File: config.mk
export PLATFORM = sky130hd
export DESIGN_NAME = tilt_kalman_fusion
export DESIGN_NICKNAME = d
export VERILOG_FILES = /design/src/rtl/tkf_pkg.sv /design/src/rtl/tilt_kalman_fusion.sv /design/src/rtl/tkf_mul.sv /design/src/rtl/tkf_div.sv /design/src/rtl/tkf_tilt.sv
export SDC_FILE = /design/constraint.sdc
export NUM_CORES = 2
export LEC_CHECK = 0
export ABC_AREA = 0
export BUFFER_PORTS_ARGS = -buffer_cell sky130_fd_sc_hd__buf_2
export CAP_MARGIN = 10
export CORE_ASPECT_RATIO = 1.5
export CORE_UTILIZATION = 35
export CTS_BUF_LIST = sky130_fd_sc_hd__clkbuf_16
export CTS_CLUSTER_SIZE = 12
export DETAILED_ROUTE_END_ITERATION = 12
export GPL_TIMING_DRIVEN = 0
export PLACE_DENSITY = 0.54
export SLEW_MARGIN = 40
export SYNTH_ARGS = -nofsm -noshare
export SYNTH_HDL_FRONTEND = slang
export SYNTH_SLANG_ARGS = --single-unit
File: constraint.sdc
create_clock -name clock -period 11.5 [get_ports clock]
set_clock_uncertainty 0.1 [all_clocks]
set_input_delay 0.575 -clock clock [delete_from_list [all_inputs] [get_ports clock]]
set_output_delay 0.575 -clock clock [all_outputs]
set_load 0.05 [all_outputs]
File: src/rtl/tkf_pkg.sv
// shared types, constants and tables for the tilt kalman fusion block
package tkf_pkg;

   localparam int CAL_SAMPLES_DEF = 2000;
   localparam int CORDIC_ITER_DEF = 24;

   localparam logic [15:0] STEP_TIME_RST  = 16'd655;
   localparam logic [31:0] PROC_NOISE_RST = 32'd429497;
   localparam logic [31:0] MEAS_NOISE_RST = 32'd2415919104;
   localparam logic [31:0] VAR_RST        = 32'h4000_0000;

   localparam int MUL_A_W = 34;
   localparam int MUL_B_W = 29;
   localparam int MUL_P_W = 63;
   localparam int DIV_Q_W = 29;
   localparam int DIV_D_W = 33;

   localparam int CSR_IDX_W = 2;
   localparam int ATAN_W    = 30;

   typedef enum logic [CSR_IDX_W-1:0] {
      CSR_STEP_TIME  = 2'd0,
      CSR_PROC_NOISE = 2'd1,
      CSR_MEAS_NOISE = 2'd2
   } csr_idx_type;

   typedef enum logic [3:0] {
      ST_IDLE,
      ST_SQB,
      ST_SQC,
      ST_TILT,
      ST_RATE,
      ST_RDIV,
      ST_PMUL,
      ST_KDIV,
      ST_CMUL,
      ST_VMUL,
      ST_DONE
   } state_type;

   // atan(2^-i) in degrees scaled by 2^24
   localparam logic [ATAN_W-1:0] ATAN_DEG [32] = '{
      30'd754974720, 30'd445687602, 30'd235489088, 30'd119537938,
      30'd60000934,  30'd30029717,  30'd15018523,  30'd7509720,
      30'd3754917,   30'd1877466,   30'd938734,    30'd469367,
      30'd234684,    30'd117342,    30'd58671,     30'd29335,
      30'd14668,     30'd7334,      30'd3667,      30'd1833,
      30'd917,       30'd458,       30'd229,       30'd115,
      30'd57,        30'd29,        30'd14,        30'd7,
      30'd4,         30'd2,         30'd1,         30'd0
   };

   function automatic logic signed [31:0] sat32(input logic signed [35:0] v);
      logic signed [31:0] r;
      if (v > 36'sh0_7FFF_FFFF) begin
         r = 32'sh7FFF_FFFF;
      end else if (v < -36'sh0_8000_0000) begin
         r = 32'sh8000_0000;
      end else begin
         r = v[31:0];
      end
      return r;
   endfunction

endpackage

File: src/rtl/tilt_kalman_fusion.sv
// top level: calibration, sequencer and kalman state for roll and pitch
//
//   channel  handshake          payload
//   req      req_valid/stall    gyro rates, accel x/y/z
//   rsp      rsp_valid/stall    roll/pitch estimate and variance
//   csr      csr_valid/ready    csr_index, csr_data
//
// the first CAL_SAMPLES requests are taken without a stall and give no result
// after that each request runs roll then pitch through the shared bit-serial multiplier
// and divider and the tilt unit; the gain divide is skipped on a zero divisor
// synchronous reset loads the default registers and restarts calibration
// req_stall is high while a request is in work; a stalled result holds the next one in done
module tilt_kalman_fusion #(
   parameter int CAL_SAMPLES       = tkf_pkg::CAL_SAMPLES_DEF,
   parameter int CORDIC_ITERATIONS = tkf_pkg::CORDIC_ITER_DEF
) (
   input  logic                             clock,
   input  logic                             reset,
   input  logic                             req_valid,
   output logic                             req_stall,
   input  logic signed [15:0]               req_gyro_roll_rate,
   input  logic signed [15:0]               req_gyro_pitch_rate,
   input  logic signed [15:0]               req_accel_x,
   input  logic signed [15:0]               req_accel_y,
   input  logic signed [15:0]               req_accel_z,
   output logic                             rsp_valid,
   input  logic                             rsp_stall,
   output logic signed [31:0]               rsp_roll_estimate,
   output logic signed [31:0]               rsp_pitch_estimate,
   output logic [31:0]                      rsp_roll_variance,
   output logic [31:0]                      rsp_pitch_variance,
   input  logic                             csr_valid,
   output logic                             csr_ready,
   input  logic [tkf_pkg::CSR_IDX_W-1:0]    csr_index,
   input  logic [31:0]                      csr_data
);
   localparam logic [28:0] K_ONE = 29'h1000_0000;

   tkf_pkg::state_type state_ff, state_in;
   logic               axis_ff, axis_in, pend_ff, pend_in;
   logic [15:0]        step_ff, step_in;
   logic [31:0]        qn_ff, qn_in, rn_ff, rn_in;
   logic signed [15:0] gr_ff, gr_in, gp_ff, gp_in, ax_ff, ax_in, ay_ff, ay_in, az_ff, az_in;
   logic signed [27:0] rbias_ff, rbias_in, pbias_ff, pbias_in;
   logic [12:0]        cnt_ff, cnt_in;
   logic signed [31:0] rang_ff, rang_in, pang_ff, pang_in;
   logic [31:0]        rvar_ff, rvar_in, pvar_ff, pvar_in;
   logic [31:0]        sumsq_ff, sumsq_in;
   logic signed [24:0] meas_ff, meas_in;
   logic signed [29:0] diff_ff, diff_in, rate_ff, rate_in;
   logic signed [31:0] pred_ff, pred_in;
   logic [31:0]        p_ff, p_in;
   logic [32:0]        den_ff, den_in;
   logic [28:0]        k_ff, k_in;
   logic               rsp_valid_ff, rsp_valid_in;
   logic signed [31:0] out_rang_ff, out_rang_in, out_pang_ff, out_pang_in;
   logic [31:0]        out_rvar_ff, out_rvar_in, out_pvar_ff, out_pvar_in;

   logic                                 mul_start, mul_done;
   logic signed [tkf_pkg::MUL_A_W-1:0]   mul_a;
   logic [tkf_pkg::MUL_B_W-1:0]          mul_b;
   logic signed [tkf_pkg::MUL_P_W-1:0]   mul_prod;
   logic                                 div_start, div_done;
   logic [tkf_pkg::DIV_D_W-1:0]          div_hi, div_den;
   logic [tkf_pkg::DIV_Q_W-1:0]          div_lo, div_quot;
   logic                                 tilt_start, tilt_done;
   logic signed [23:0]                   tilt_angle;

   logic signed [15:0] sel_a, sel_b, sel_raw;
   logic signed [27:0] sel_bias;
   logic signed [31:0] sel_ang;
   logic [31:0]        sel_var;
   logic signed [16:0] ext_b, ext_c;
   logic [16:0]        abs_b, abs_c;
   logic signed [29:0] raw_x, cal_x, q30;
   logic [29:0]        abs_diff;
   logic [40:0]        shifted;
   logic [32:0]        p_sum;
   logic [31:0]        p_sat;
   logic signed [24:0] m25;
   logic [62:0]        rsum;
   logic signed [35:0] tot;
   logic               accept, out_free;

   tkf_mul u_mul (
      .clock   (clock),
      .reset   (reset),
      .start   (mul_start),
      .mul_a   (mul_a),
      .mul_b   (mul_b),
      .done    (mul_done),
      .product (mul_prod)
   );

   tkf_div u_div (
      .clock  (clock),
      .reset  (reset),
      .start  (div_start),
      .num_hi (div_hi),
      .num_lo (div_lo),
      .den    (div_den),
      .done   (div_done),
      .quot   (div_quot)
   );

   tkf_tilt #(
      .ITERATIONS (CORDIC_ITERATIONS)
   ) u_tilt (
      .clock (clock),
      .reset (reset),
      .start (tilt_start),
      .sumsq (sumsq_ff),
      .num   (sel_a),
      .done  (tilt_done),
      .angle (tilt_angle)
   );

   assign req_stall = (state_ff != tkf_pkg::ST_IDLE);
   assign accept    = req_valid && !req_stall;
   assign out_free  = !rsp_valid_ff || !rsp_stall;
   assign csr_ready = 1'b1;

   always_comb begin
      sel_a    = axis_ff ? ax_ff : ay_ff;
      sel_b    = axis_ff ? ay_ff : ax_ff;
      sel_raw  = axis_ff ? gp_ff : gr_ff;
      sel_bias = axis_ff ? pbias_ff : rbias_ff;
      sel_ang  = axis_ff ? pang_ff : rang_ff;
      sel_var  = axis_ff ? pvar_ff : rvar_ff;
      ext_b    = {sel_b[15], sel_b};
      ext_c    = {az_ff[15], az_ff};
      abs_b    = ext_b[16] ? -ext_b : ext_b;
      abs_c    = ext_c[16] ? -ext_c : ext_c;
      raw_x    = {{14{sel_raw[15]}}, sel_raw};
      cal_x    = 30'(CAL_SAMPLES);
      abs_diff = diff_ff[29] ? -diff_ff : diff_ff;
      shifted  = {abs_diff[28:0], 12'h000};
      p_sum    = {1'b0, sel_var} + {1'b0, qn_ff};
      p_sat    = p_sum[32] ? '1 : p_sum[31:0];
      q30      = {1'b0, div_quot};
      m25      = {tilt_angle[23], tilt_angle};
      rsum     = '0;
      tot      = '0;

      state_in     = state_ff;
      axis_in      = axis_ff;
      pend_in      = pend_ff;
      step_in      = step_ff;
      qn_in        = qn_ff;
      rn_in        = rn_ff;
      gr_in        = gr_ff;
      gp_in        = gp_ff;
      ax_in        = ax_ff;
      ay_in        = ay_ff;
      az_in        = az_ff;
      rbias_in     = rbias_ff;
      pbias_in     = pbias_ff;
      cnt_in       = cnt_ff;
      rang_in      = rang_ff;
      pang_in      = pang_ff;
      rvar_in      = rvar_ff;
      pvar_in      = pvar_ff;
      sumsq_in     = sumsq_ff;
      meas_in      = meas_ff;
      diff_in      = diff_ff;
      rate_in      = rate_ff;
      pred_in      = pred_ff;
      p_in         = p_ff;
      den_in       = den_ff;
      k_in         = k_ff;
      rsp_valid_in = rsp_valid_ff && rsp_stall;
      out_rang_in  = out_rang_ff;
      out_pang_in  = out_pang_ff;
      out_rvar_in  = out_rvar_ff;
      out_pvar_in  = out_pvar_ff;
      mul_start    = 1'b0;
      mul_a        = '0;
      mul_b        = '0;
      div_start    = 1'b0;
      div_hi       = '0;
      div_lo       = '0;
      div_den      = '0;
      tilt_start   = 1'b0;

      if (csr_valid) begin
         case (csr_index)
            tkf_pkg::CSR_STEP_TIME:  step_in = csr_data[15:0];
            tkf_pkg::CSR_PROC_NOISE: qn_in   = csr_data;
            tkf_pkg::CSR_MEAS_NOISE: rn_in   = csr_data;
            default: ;
         endcase
      end

      case (state_ff)
         tkf_pkg::ST_IDLE: begin
            if (accept) begin
               if (cnt_ff != 13'(CAL_SAMPLES)) begin
                  rbias_in = rbias_ff + {{12{req_gyro_roll_rate[15]}}, req_gyro_roll_rate};
                  pbias_in = pbias_ff + {{12{req_gyro_pitch_rate[15]}}, req_gyro_pitch_rate};
                  cnt_in   = cnt_ff + 1'b1;
               end else begin
                  gr_in    = req_gyro_roll_rate;
                  gp_in    = req_gyro_pitch_rate;
                  ax_in    = req_accel_x;
                  ay_in    = req_accel_y;
                  az_in    = req_accel_z;
                  axis_in  = 1'b0;
                  pend_in  = 1'b0;
                  state_in = tkf_pkg::ST_SQB;
               end
            end
         end
         tkf_pkg::ST_SQB: begin
            mul_a = {17'h00000, abs_b};
            mul_b = {12'h000, abs_b};
            if (!pend_ff) begin
               mul_start = 1'b1;
               pend_in   = 1'b1;
            end else if (mul_done) begin
               sumsq_in = mul_prod[31:0];
               pend_in  = 1'b0;
               state_in = tkf_pkg::ST_SQC;
            end
         end
         tkf_pkg::ST_SQC: begin
            mul_a = {17'h00000, abs_c};
            mul_b = {12'h000, abs_c};
            if (!pend_ff) begin
               mul_start = 1'b1;
               pend_in   = 1'b1;
            end else if (mul_done) begin
               sumsq_in = sumsq_ff + mul_prod[31:0];
               pend_in  = 1'b0;
               state_in = tkf_pkg::ST_TILT;
            end
         end
         tkf_pkg::ST_TILT: begin
            if (!pend_ff) begin
               tilt_start = 1'b1;
               pend_in    = 1'b1;
            end else if (tilt_done) begin
               meas_in  = axis_ff ? -m25 : m25;
               pend_in  = 1'b0;
               state_in = tkf_pkg::ST_RATE;
            end
         end
         tkf_pkg::ST_RATE: begin
            diff_in  = raw_x * cal_x - {{2{sel_bias[27]}}, sel_bias};
            p_in     = p_sat;
            den_in   = {1'b0, p_sat} + {1'b0, rn_ff};
            state_in = tkf_pkg::ST_RDIV;
         end
         tkf_pkg::ST_RDIV: begin
            div_hi  = {21'h000000, shifted[40:29]};
            div_lo  = shifted[28:0];
            div_den = tkf_pkg::DIV_D_W'(CAL_SAMPLES);
            if (!pend_ff) begin
               div_start = 1'b1;
               pend_in   = 1'b1;
            end else if (div_done) begin
               rate_in  = diff_ff[29] ? -q30 : q30;
               pend_in  = 1'b0;
               state_in = tkf_pkg::ST_PMUL;
            end
         end
         tkf_pkg::ST_PMUL: begin
            mul_a = {{4{rate_ff[29]}}, rate_ff};
            mul_b = {13'h0000, step_ff};
            if (!pend_ff) begin
               mul_start = 1'b1;
               pend_in   = 1'b1;
            end else if (mul_done) begin
               rsum     = mul_prod + 63'sd32768;
               tot      = {{4{sel_ang[31]}}, sel_ang} + {{2{rsum[49]}}, rsum[49:16]};
               pred_in  = tkf_pkg::sat32(tot);
               pend_in  = 1'b0;
               state_in = tkf_pkg::ST_KDIV;
            end
         end
         tkf_pkg::ST_KDIV: begin
            div_hi  = {2'b00, p_ff[31:1]};
            div_lo  = {p_ff[0], 28'h0000000};
            div_den = den_ff;
            if (!pend_ff) begin
               if (den_ff == '0) begin
                  k_in     = '0;
                  state_in = tkf_pkg::ST_CMUL;
               end else begin
                  div_start = 1'b1;
                  pend_in   = 1'b1;
               end
            end else if (div_done) begin
               k_in     = div_quot;
               pend_in  = 1'b0;
               state_in = tkf_pkg::ST_CMUL;
            end
         end
         tkf_pkg::ST_CMUL: begin
            mul_a = {{9{meas_ff[24]}}, meas_ff} - {{2{pred_ff[31]}}, pred_ff};
            mul_b = k_ff;
            if (!pend_ff) begin
               mul_start = 1'b1;
               pend_in   = 1'b1;
            end else if (mul_done) begin
               rsum = mul_prod + 63'sd134217728;
               tot  = {{4{pred_ff[31]}}, pred_ff} + {rsum[62], rsum[62:28]};
               if (axis_ff) begin
                  pang_in = tkf_pkg::sat32(tot);
               end else begin
                  rang_in = tkf_pkg::sat32(tot);
               end
               pend_in  = 1'b0;
               state_in = tkf_pkg::ST_VMUL;
            end
         end
         tkf_pkg::ST_VMUL: begin
            mul_a = {2'b00, p_ff};
            mul_b = K_ONE - k_ff;
            if (!pend_ff) begin
               mul_start = 1'b1;
               pend_in   = 1'b1;
            end else if (mul_done) begin
               rsum = mul_prod + 63'sd134217728;
               if (axis_ff) begin
                  pvar_in  = rsum[59:28];
                  state_in = tkf_pkg::ST_DONE;
               end else begin
                  rvar_in  = rsum[59:28];
                  axis_in  = 1'b1;
                  state_in = tkf_pkg::ST_SQB;
               end
               pend_in = 1'b0;
            end
         end
         tkf_pkg::ST_DONE: begin
            if (out_free) begin
               out_rang_in  = rang_ff;
               out_pang_in  = pang_ff;
               out_rvar_in  = rvar_ff;
               out_pvar_in  = pvar_ff;
               rsp_valid_in = 1'b1;
               state_in     = tkf_pkg::ST_IDLE;
            end
         end
         default: state_in = tkf_pkg::ST_IDLE;
      endcase
   end

   always_ff @(posedge clock) begin
      if (reset) begin
         state_ff     <= tkf_pkg::ST_IDLE;
         axis_ff      <= 1'b0;
         pend_ff      <= 1'b0;
         step_ff      <= tkf_pkg::STEP_TIME_RST;
         qn_ff        <= tkf_pkg::PROC_NOISE_RST;
         rn_ff        <= tkf_pkg::MEAS_NOISE_RST;
         rbias_ff     <= '0;
         pbias_ff     <= '0;
         cnt_ff       <= '0;
         rang_ff      <= '0;
         pang_ff      <= '0;
         rvar_ff      <= tkf_pkg::VAR_RST;
         pvar_ff      <= tkf_pkg::VAR_RST;
         rsp_valid_ff <= 1'b0;
      end else begin
         state_ff     <= state_in;
         axis_ff      <= axis_in;
         pend_ff      <= pend_in;
         step_ff      <= step_in;
         qn_ff        <= qn_in;
         rn_ff        <= rn_in;
         rbias_ff     <= rbias_in;
         pbias_ff     <= pbias_in;
         cnt_ff       <= cnt_in;
         rang_ff      <= rang_in;
         pang_ff      <= pang_in;
         rvar_ff      <= rvar_in;
         pvar_ff      <= pvar_in;
         rsp_valid_ff <= rsp_valid_in;
      end
   end

   always_ff @(posedge clock) begin
      gr_ff       <= gr_in;
      gp_ff       <= gp_in;
      ax_ff       <= ax_in;
      ay_ff       <= ay_in;
      az_ff       <= az_in;
      sumsq_ff    <= sumsq_in;
      meas_ff     <= meas_in;
      diff_ff     <= diff_in;
      rate_ff     <= rate_in;
      pred_ff     <= pred_in;
      p_ff        <= p_in;
      den_ff      <= den_in;
      k_ff        <= k_in;
      out_rang_ff <= out_rang_in;
      out_pang_ff <= out_pang_in;
      out_rvar_ff <= out_rvar_in;
      out_pvar_ff <= out_pvar_in;
   end

   assign rsp_valid          = rsp_valid_ff;
   assign rsp_roll_estimate  = out_rang_ff;
   assign rsp_pitch_estimate = out_pang_ff;
   assign rsp_roll_variance  = out_rvar_ff;
   assign rsp_pitch_variance = out_pvar_ff;
endmodule

File: src/rtl/tkf_mul.sv
// bit-serial signed by unsigned shift-add multiplier
module tkf_mul (
   input  logic                                    clock,
   input  logic                                    reset,
   input  logic                                    start,
   input  logic signed [tkf_pkg::MUL_A_W-1:0]      mul_a,
   input  logic        [tkf_pkg::MUL_B_W-1:0]      mul_b,
   output logic                                    done,
   output logic signed [tkf_pkg::MUL_P_W-1:0]      product
);
   localparam int AW = tkf_pkg::MUL_A_W;
   localparam int BW = tkf_pkg::MUL_B_W;
   localparam int CW = $clog2(BW);

   logic signed [AW:0]   hi_ff, hi_in, sum;
   logic [BW-1:0]        lo_ff, lo_in;
   logic signed [AW-1:0] a_ff, a_in;
   logic [CW-1:0]        cnt_ff, cnt_in;
   logic                 busy_ff, busy_in, done_ff, done_in;
   logic [AW+BW:0]       full;

   always_comb begin
      sum     = lo_ff[0] ? hi_ff + {a_ff[AW-1], a_ff} : hi_ff;
      hi_in   = hi_ff;
      lo_in   = lo_ff;
      a_in    = a_ff;
      cnt_in  = cnt_ff;
      busy_in = busy_ff;
      done_in = 1'b0;
      if (start) begin
         a_in    = mul_a;
         hi_in   = '0;
         lo_in   = mul_b;
         cnt_in  = '0;
         busy_in = 1'b1;
      end else if (busy_ff) begin
         hi_in  = sum >>> 1;
         lo_in  = {sum[0], lo_ff[BW-1:1]};
         cnt_in = cnt_ff + 1'b1;
         if (cnt_ff == CW'(BW - 1)) begin
            busy_in = 1'b0;
            done_in = 1'b1;
         end
      end
   end

   always_ff @(posedge clock) begin
      hi_ff  <= hi_in;
      lo_ff  <= lo_in;
      a_ff   <= a_in;
      cnt_ff <= cnt_in;
      if (reset) begin
         busy_ff <= 1'b0;
         done_ff <= 1'b0;
      end else begin
         busy_ff <= busy_in;
         done_ff <= done_in;
      end
   end

   assign full    = {hi_ff, lo_ff};
   assign product = full[tkf_pkg::MUL_P_W-1:0];
   assign done    = done_ff;
endmodule

File: src/rtl/tkf_div.sv
// bit-serial restoring divider, one quotient bit per cycle
module tkf_div (
   input  logic                            clock,
   input  logic                            reset,
   input  logic                            start,
   input  logic [tkf_pkg::DIV_D_W-1:0]     num_hi,
   input  logic [tkf_pkg::DIV_Q_W-1:0]     num_lo,
   input  logic [tkf_pkg::DIV_D_W-1:0]     den,
   output logic                            done,
   output logic [tkf_pkg::DIV_Q_W-1:0]     quot
);
   localparam int QW = tkf_pkg::DIV_Q_W;
   localparam int DW = tkf_pkg::DIV_D_W;
   localparam int CW = $clog2(QW);

   logic [DW-1:0] r_ff, r_in, d_ff, d_in;
   logic [QW-1:0] q_ff, q_in;
   logic [DW:0]   trial, diff;
   logic          ge;
   logic [CW-1:0] cnt_ff, cnt_in;
   logic          busy_ff, busy_in, done_ff, done_in;

   always_comb begin
      trial   = {r_ff, q_ff[QW-1]};
      diff    = trial - {1'b0, d_ff};
      ge      = trial >= {1'b0, d_ff};
      r_in    = r_ff;
      q_in    = q_ff;
      d_in    = d_ff;
      cnt_in  = cnt_ff;
      busy_in = busy_ff;
      done_in = 1'b0;
      if (start) begin
         r_in    = num_hi;
         q_in    = num_lo;
         d_in    = den;
         cnt_in  = '0;
         busy_in = 1'b1;
      end else if (busy_ff) begin
         r_in   = ge ? diff[DW-1:0] : trial[DW-1:0];
         q_in   = {q_ff[QW-2:0], ge};
         cnt_in = cnt_ff + 1'b1;
         if (cnt_ff == CW'(QW - 1)) begin
            busy_in = 1'b0;
            done_in = 1'b1;
         end
      end
   end

   always_ff @(posedge clock) begin
      r_ff   <= r_in;
      q_ff   <= q_in;
      d_ff   <= d_in;
      cnt_ff <= cnt_in;
      if (reset) begin
         busy_ff <= 1'b0;
         done_ff <= 1'b0;
      end else begin
         busy_ff <= busy_in;
         done_ff <= done_in;
      end
   end

   assign quot = q_ff;
   assign done = done_ff;
endmodule

File: src/rtl/tkf_tilt.sv
// tilt angle unit: serial square root then cordic vectoring
module tkf_tilt #(
   parameter int ITERATIONS = tkf_pkg::CORDIC_ITER_DEF
) (
   input  logic               clock,
   input  logic               reset,
   input  logic               start,
   input  logic [31:0]        sumsq,
   input  logic signed [15:0] num,
   output logic               done,
   output logic signed [23:0] angle
);
   localparam int ROOT_STEPS = 24;

   logic [47:0]        n_ff, n_in;
   logic [25:0]        rem_ff, rem_in;
   logic [23:0]        root_ff, root_in;
   logic [26:0]        t, trial;
   logic               ge;
   logic signed [15:0] a_ff, a_in;
   logic signed [27:0] x_ff, x_in, y_ff, y_in, dx, dy;
   logic signed [31:0] z_ff, z_in, at, rnd;
   logic [4:0]         cnt_ff, cnt_in;
   logic               busy_ff, busy_in, cord_ff, cord_in, zero_ff, zero_in;
   logic               done_ff, done_in;

   always_comb begin
      t       = {rem_ff[24:0], n_ff[47:46]};
      trial   = {1'b0, root_ff, 2'b01};
      ge      = t >= trial;
      dx      = x_ff >>> cnt_ff;
      dy      = y_ff >>> cnt_ff;
      at      = {2'b00, tkf_pkg::ATAN_DEG[cnt_ff]};
      n_in    = n_ff;
      rem_in  = rem_ff;
      root_in = root_ff;
      a_in    = a_ff;
      x_in    = x_ff;
      y_in    = y_ff;
      z_in    = z_ff;
      cnt_in  = cnt_ff;
      busy_in = busy_ff;
      cord_in = cord_ff;
      zero_in = zero_ff;
      done_in = 1'b0;
      if (start) begin
         n_in    = {sumsq, 16'h0000};
         rem_in  = '0;
         root_in = '0;
         a_in    = num;
         cnt_in  = '0;
         busy_in = 1'b1;
         cord_in = 1'b0;
      end else if (busy_ff && !cord_ff) begin
         rem_in  = ge ? 26'(t - trial) : t[25:0];
         root_in = {root_ff[22:0], ge};
         n_in    = {n_ff[45:0], 2'b00};
         cnt_in  = cnt_ff + 1'b1;
         if (cnt_ff == 5'(ROOT_STEPS - 1)) begin
            x_in    = {4'b0000, root_in};
            y_in    = {{4{a_ff[15]}}, a_ff, 8'h00};
            z_in    = '0;
            zero_in = (root_in == '0) && (a_ff == '0);
            cnt_in  = '0;
            cord_in = 1'b1;
         end
      end else if (busy_ff) begin
         if (!y_ff[27]) begin
            x_in = x_ff + dy;
            y_in = y_ff - dx;
            z_in = z_ff + at;
         end else begin
            x_in = x_ff - dy;
            y_in = y_ff + dx;
            z_in = z_ff - at;
         end
         cnt_in = cnt_ff + 1'b1;
         if (cnt_ff == 5'(ITERATIONS - 1)) begin
            busy_in = 1'b0;
            done_in = 1'b1;
         end
      end
   end

   always_ff @(posedge clock) begin
      n_ff    <= n_in;
      rem_ff  <= rem_in;
      root_ff <= root_in;
      a_ff    <= a_in;
      x_ff    <= x_in;
      y_ff    <= y_in;
      z_ff    <= z_in;
      cnt_ff  <= cnt_in;
      cord_ff <= cord_in;
      zero_ff <= zero_in;
      if (reset) begin
         busy_ff <= 1'b0;
         done_ff <= 1'b0;
      end else begin
         busy_ff <= busy_in;
         done_ff <= done_in;
      end
   end

   assign rnd   = z_ff + 32'sd128;
   assign angle = zero_ff ? '0 : rnd[31:8];
   assign done  = done_ff;
endmodule
==> reports/qor.csv <==
stage,metric,value,unit
final_layout,layout-drive-gt1-share,0.0959,
worst_setup_path,cp.arrival,11.30,ns
clock_network,path_clk_slew,0.07,ns
route,avgRoutedWirePerCell,24.8,um
status,status,finished clean,
worst_setup_path,rr_endpoint,diff_ff[29]$_DFFE_PP_,
worst_setup_path,critPathCapture,diff_ff[29]$_DFFE_PP_,
logic_synthesis,synth_xor_area_frac,0.0759,
final_layout,area_growth,14.0,%
global_route,overflow,0,
min_path,hp-class,input port to flop,
final_layout,fin_nets,9572,
worst_setup_path,setup.worst_path.start,axis_ff$_SDFFE_PP0P_,
power,p_leak,34.7,nW
global_route,grt_pass1_vias,66700,
place,place_hpwl,238,mm
worst_setup_path,r2r_cells,34,
logic_synthesis,synth_common_cells,"nand2_1, edfxtp_1, a21oi_1, nor2_1, ha_1",
floorplan,chipHeight,580,um
final_layout,nFillCells,21900,
worst_setup_path,start_kind,flop,
route,routed_wl,294,mm
sta,report.final.slew_viol_count,0,
final_layout,final_cell_area,89000,um2
worst_setup_path,crit_type,flop to flop,
clock_network,cts_root_buf,clkbuf_16,
logic_synthesis,syn_area,78100,um2
worst_setup_path,critPathCaptureType,flop,
place,dpl-instance-area,84100,um2
logic_synthesis,synth.largest_area_cell,edfxtp_1,
power,p_per_area,103,nW/um2
clock_network,cts_buffers,119,
logic_synthesis,ys_seq_elements,1134,
logic_synthesis,synth-main-ff-cell,edfxtp_1,
logic_synthesis,synth-simple-area-share,0.153,
logic_synthesis,ys_warn_count,0,
sta,setup_slack,0.593,ns
sta,relSlewSlack,0.322,
flow_run,cap_viol_max_count,0,
sta,finalCritPeriodShare,0.948,
logic_synthesis,synth_cell_types,98,
clock_network,cts_buffer_depth,3,
clock_network,cts_setup_buffers,0,
floorplan,chipWidth,388,um
logic_synthesis,yosysSeqAreaShare,0.386,
place,preCtsSetupSlack,-0.692,ns
global_route,track_usage,0.254,
clock_network,insertion_delay,0.83,ns
logic_synthesis,synth_edf_count,745,
floorplan,row_count,212,
clock_network,cts_sinks,1134,
logic_synthesis,syn_inst,8341,
floorplan,core_area,222000,um2
route,viasPerCell,5.59,
sta,fmax,91.7,MHz
floorplan,ios,250,
logic_synthesis,syn_nets,9053,
logic_synthesis,synth-adder-area-share,0.102,
sta,worstMarginPinSlew,1.01,ns
floorplan,die_area,225000,um2
logic_synthesis,synthArstFlopShare,0,
worst_setup_path,r2r_slack,0.59,ns
worst_setup_path,cpMostUsedCell,o21ai_0,
logic_synthesis,yosys-top-cells-area,"edfxtp_1, dfxtp_1, ha_1",
clock_network,cts_tree,done,
route,drt_iter0_markers,4550,
clock_network,cts_max_level,3,
sta,setup_viol,0,
route,dr_total_vias,66300,
sta,hold_viol,0,
logic_synthesis,yosysTopAreaCellShare,0.287,
logic_synthesis,avgSynthCellArea,9.36,um2
global_route,grt_max_degree,36,
route,drc,0,
logic_synthesis,synth-compound-area-share,0.180,
worst_setup_path,max_stage_delay,0.60,ns
sta,period_needed,10.91,ns
global_route,antenna_found_initial,16,
place,finalWeightedCongestion,0.978,
floorplan,start_util,0.352,
route,drt-pass1-iter-count,6,
logic_synthesis,synthMuxAreaShare,0.0628,
place,port_buffers,248,
power,power.total,9.15,mW
logic_synthesis,synth.most_common_cell,nand2_1,
logic_synthesis,synth_top_family_by_area,compound AO/OA/AOI/OAI gates,
power,ir_drop,137,uV
worst_setup_path,crit_required,11.90,ns
sta,grt_setup_unrepaired,no,
worst_setup_path,critPathMaxFanout,19,
worst_setup_path,crit_slowest_cell,mux2i_2,
route,drt.antenna.violating_nets,0,
global_route,grt_pass1_wl,429,mm
worst_setup_path,r2r-start,axis_ff$_SDFFE_PP0P_,
-- critical path, delay by kind of cell (launching register included) --
kind | cells | cell delay, ns
AOI/OAI and AO/OA | 14 | 2.98
xor gates and xnor gates | 2 | 0.61
adders and majority gates | 6 | 2.64
buffers and inverters | 10 | 3.11
DFF | 1 | 0.43
muxes | 1 | 0.60
and+or+nand+nor | 1 | 0.10
-- routing by layer --
layer / global-route usage / wire [um]
met5: 0 / 11
met2: 0.456 / 147000
met3: 0.0281 / 12000
met4: 0.172 / 22600
met1: 0.281 / 113000
-- placed cells by master, fill, tap and decap left out, drive strengths merged, types with 32 or more instances in the layout --
| cell type | n |
|---|---|
| xnor2 | 420 |
| nand2b | 97 |
| o21bai | 58 |
| clkinv | 32 |
| inv | 489 |
| dlygate4sd3 | 109 |
| nor2 | 623 |
| a21o | 216 |
| or3 | 58 |
| mux2 | 122 |
| nand4 | 62 |
| o31ai | 85 |
| buf | 371 |
| o211ai | 48 |
| nor4 | 41 |
| fa | 70 |
| edfxtp | 745 |
| and3 | 82 |
| xor2 | 254 |
| nor2b | 73 |
| nor3 | 147 |
| o21a | 58 |
| a221oi | 42 |
| a31oi | 75 |
| and2 | 103 |
| nand3b | 52 |
| a211oi | 159 |
| mux2i | 160 |
| nand2 | 950 |
| ha | 523 |
| clkbuf | 413 |
| dfxtp | 389 |
| nand3 | 142 |
| a21oi | 690 |
| o21ai | 516 |
| mux4 | 83 |
-- logic make-up after synthesis --
family                     after synthesis
and+or+nand+nor                       2540
AOI/OAI and AO/OA                     2236
DFF                                   1134
buffers and inverters                  797
xor gates and xnor gates               675
adders and majority gates              593
muxes                                  365
other                                    1
-- through the flow --
| step | std cells | hold slack (ns) | TNS [ns] | util |
|---|---|---|---|---|
| 2_1_floorplan | 8341 | 0.324 | 0 | - |
| 3_5_place_dp | 11500 | 0.340 | -1.32 | 0.379 |
| 3_3_place_gp | 11500 | 0.338 | -65.48 | 0.373 |
| 5_1_grt | 11900 | 0.0226 | 0 | 0.401 |
| 4_1_cts | 11900 | 0.00137 | 0 | 0.401 |
| 6_report | 11900 | 0.0312 | 0 | 0.401 |
-- flip-flops by register name (all words and copies together), names as in the netlist, 30 cells and up --
register,cells
p_ff,32
rsp_roll_variance,32
den_ff,33
qn_ff,32
rvar_ff,32
sumsq_ff,32
rsp_pitch_variance,32
u_tilt.z_ff,32
pvar_ff,32
rsp_pitch_estimate,32
u_div.r_ff,33
diff_ff,30
u_div.d_ff,33
pred_ff,32
u_tilt.n_ff,32
rate_ff,30
rn_ff,32
u_mul.a_ff,33
u_mul.hi_ff,34
rang_ff,32
pang_ff,32
rsp_roll_estimate,32
-- layout make-up --
| class | instances | area, um2 | share of cell area |
|---|---|---|---|
| buffer | 371 | 1640 | 0.0184 |
| sequential | 1134 | 30200 | 0.339 |
| clock inverter | 103 | 643 | 0.00722 |
| antenna | 9 | 22.5 | 0.000253 |
| clock buffer | 124 | 3100 | 0.0349 |
| timing repair buffer | 399 | 3040 | 0.0341 |
| tap | 2889 | 3610 | 0.0406 |
| inverter | 425 | 1600 | 0.0179 |
| multi-input combinational | 6410 | 45200 | 0.508 |
-- repair_timing --
| action | CTS | global route |
|---|---|---|
| gates resized for setup | 4 | 2 |
| hold endpoints to repair | 145 | 0 |
| pin swaps | 0 | 0 |
| hold buffers | 109 | 0 |
| endpoints found under the setup margin | 9 | 1 |
-- power by group --
group	switching, mW	leakage (nW)	internal (mW)
logic	0.558	23.0	0.385
clock network	1.79	2.04	2.00
registers	0.0555	9.60	4.36
-- worst min path at each step --
stage                                  start                               end  slack, ns  cells after the start
global placement    pang_ff[23]$_SDFFE_PP0P_  rsp_pitch_estimate[23]$_DFFE_PP_       0.34                      0
finish                          csr_data[12]            rn_ff[12]$_SDFFE_PP0P_       0.03                      3
global route                    csr_data[12]            qn_ff[12]$_SDFFE_PP0P_       0.02                      3
CTS                             csr_data[12]            rn_ff[12]$_SDFFE_PP0P_      0.001                      3
floorplan           pang_ff[31]$_SDFFE_PP0P_  rsp_pitch_estimate[31]$_DFFE_PP_       0.32                      0
detailed placement  pang_ff[11]$_SDFFE_PP0P_  rsp_pitch_estimate[11]$_DFFE_PP_       0.34                      0
Power figures use the tool's default switching activity.
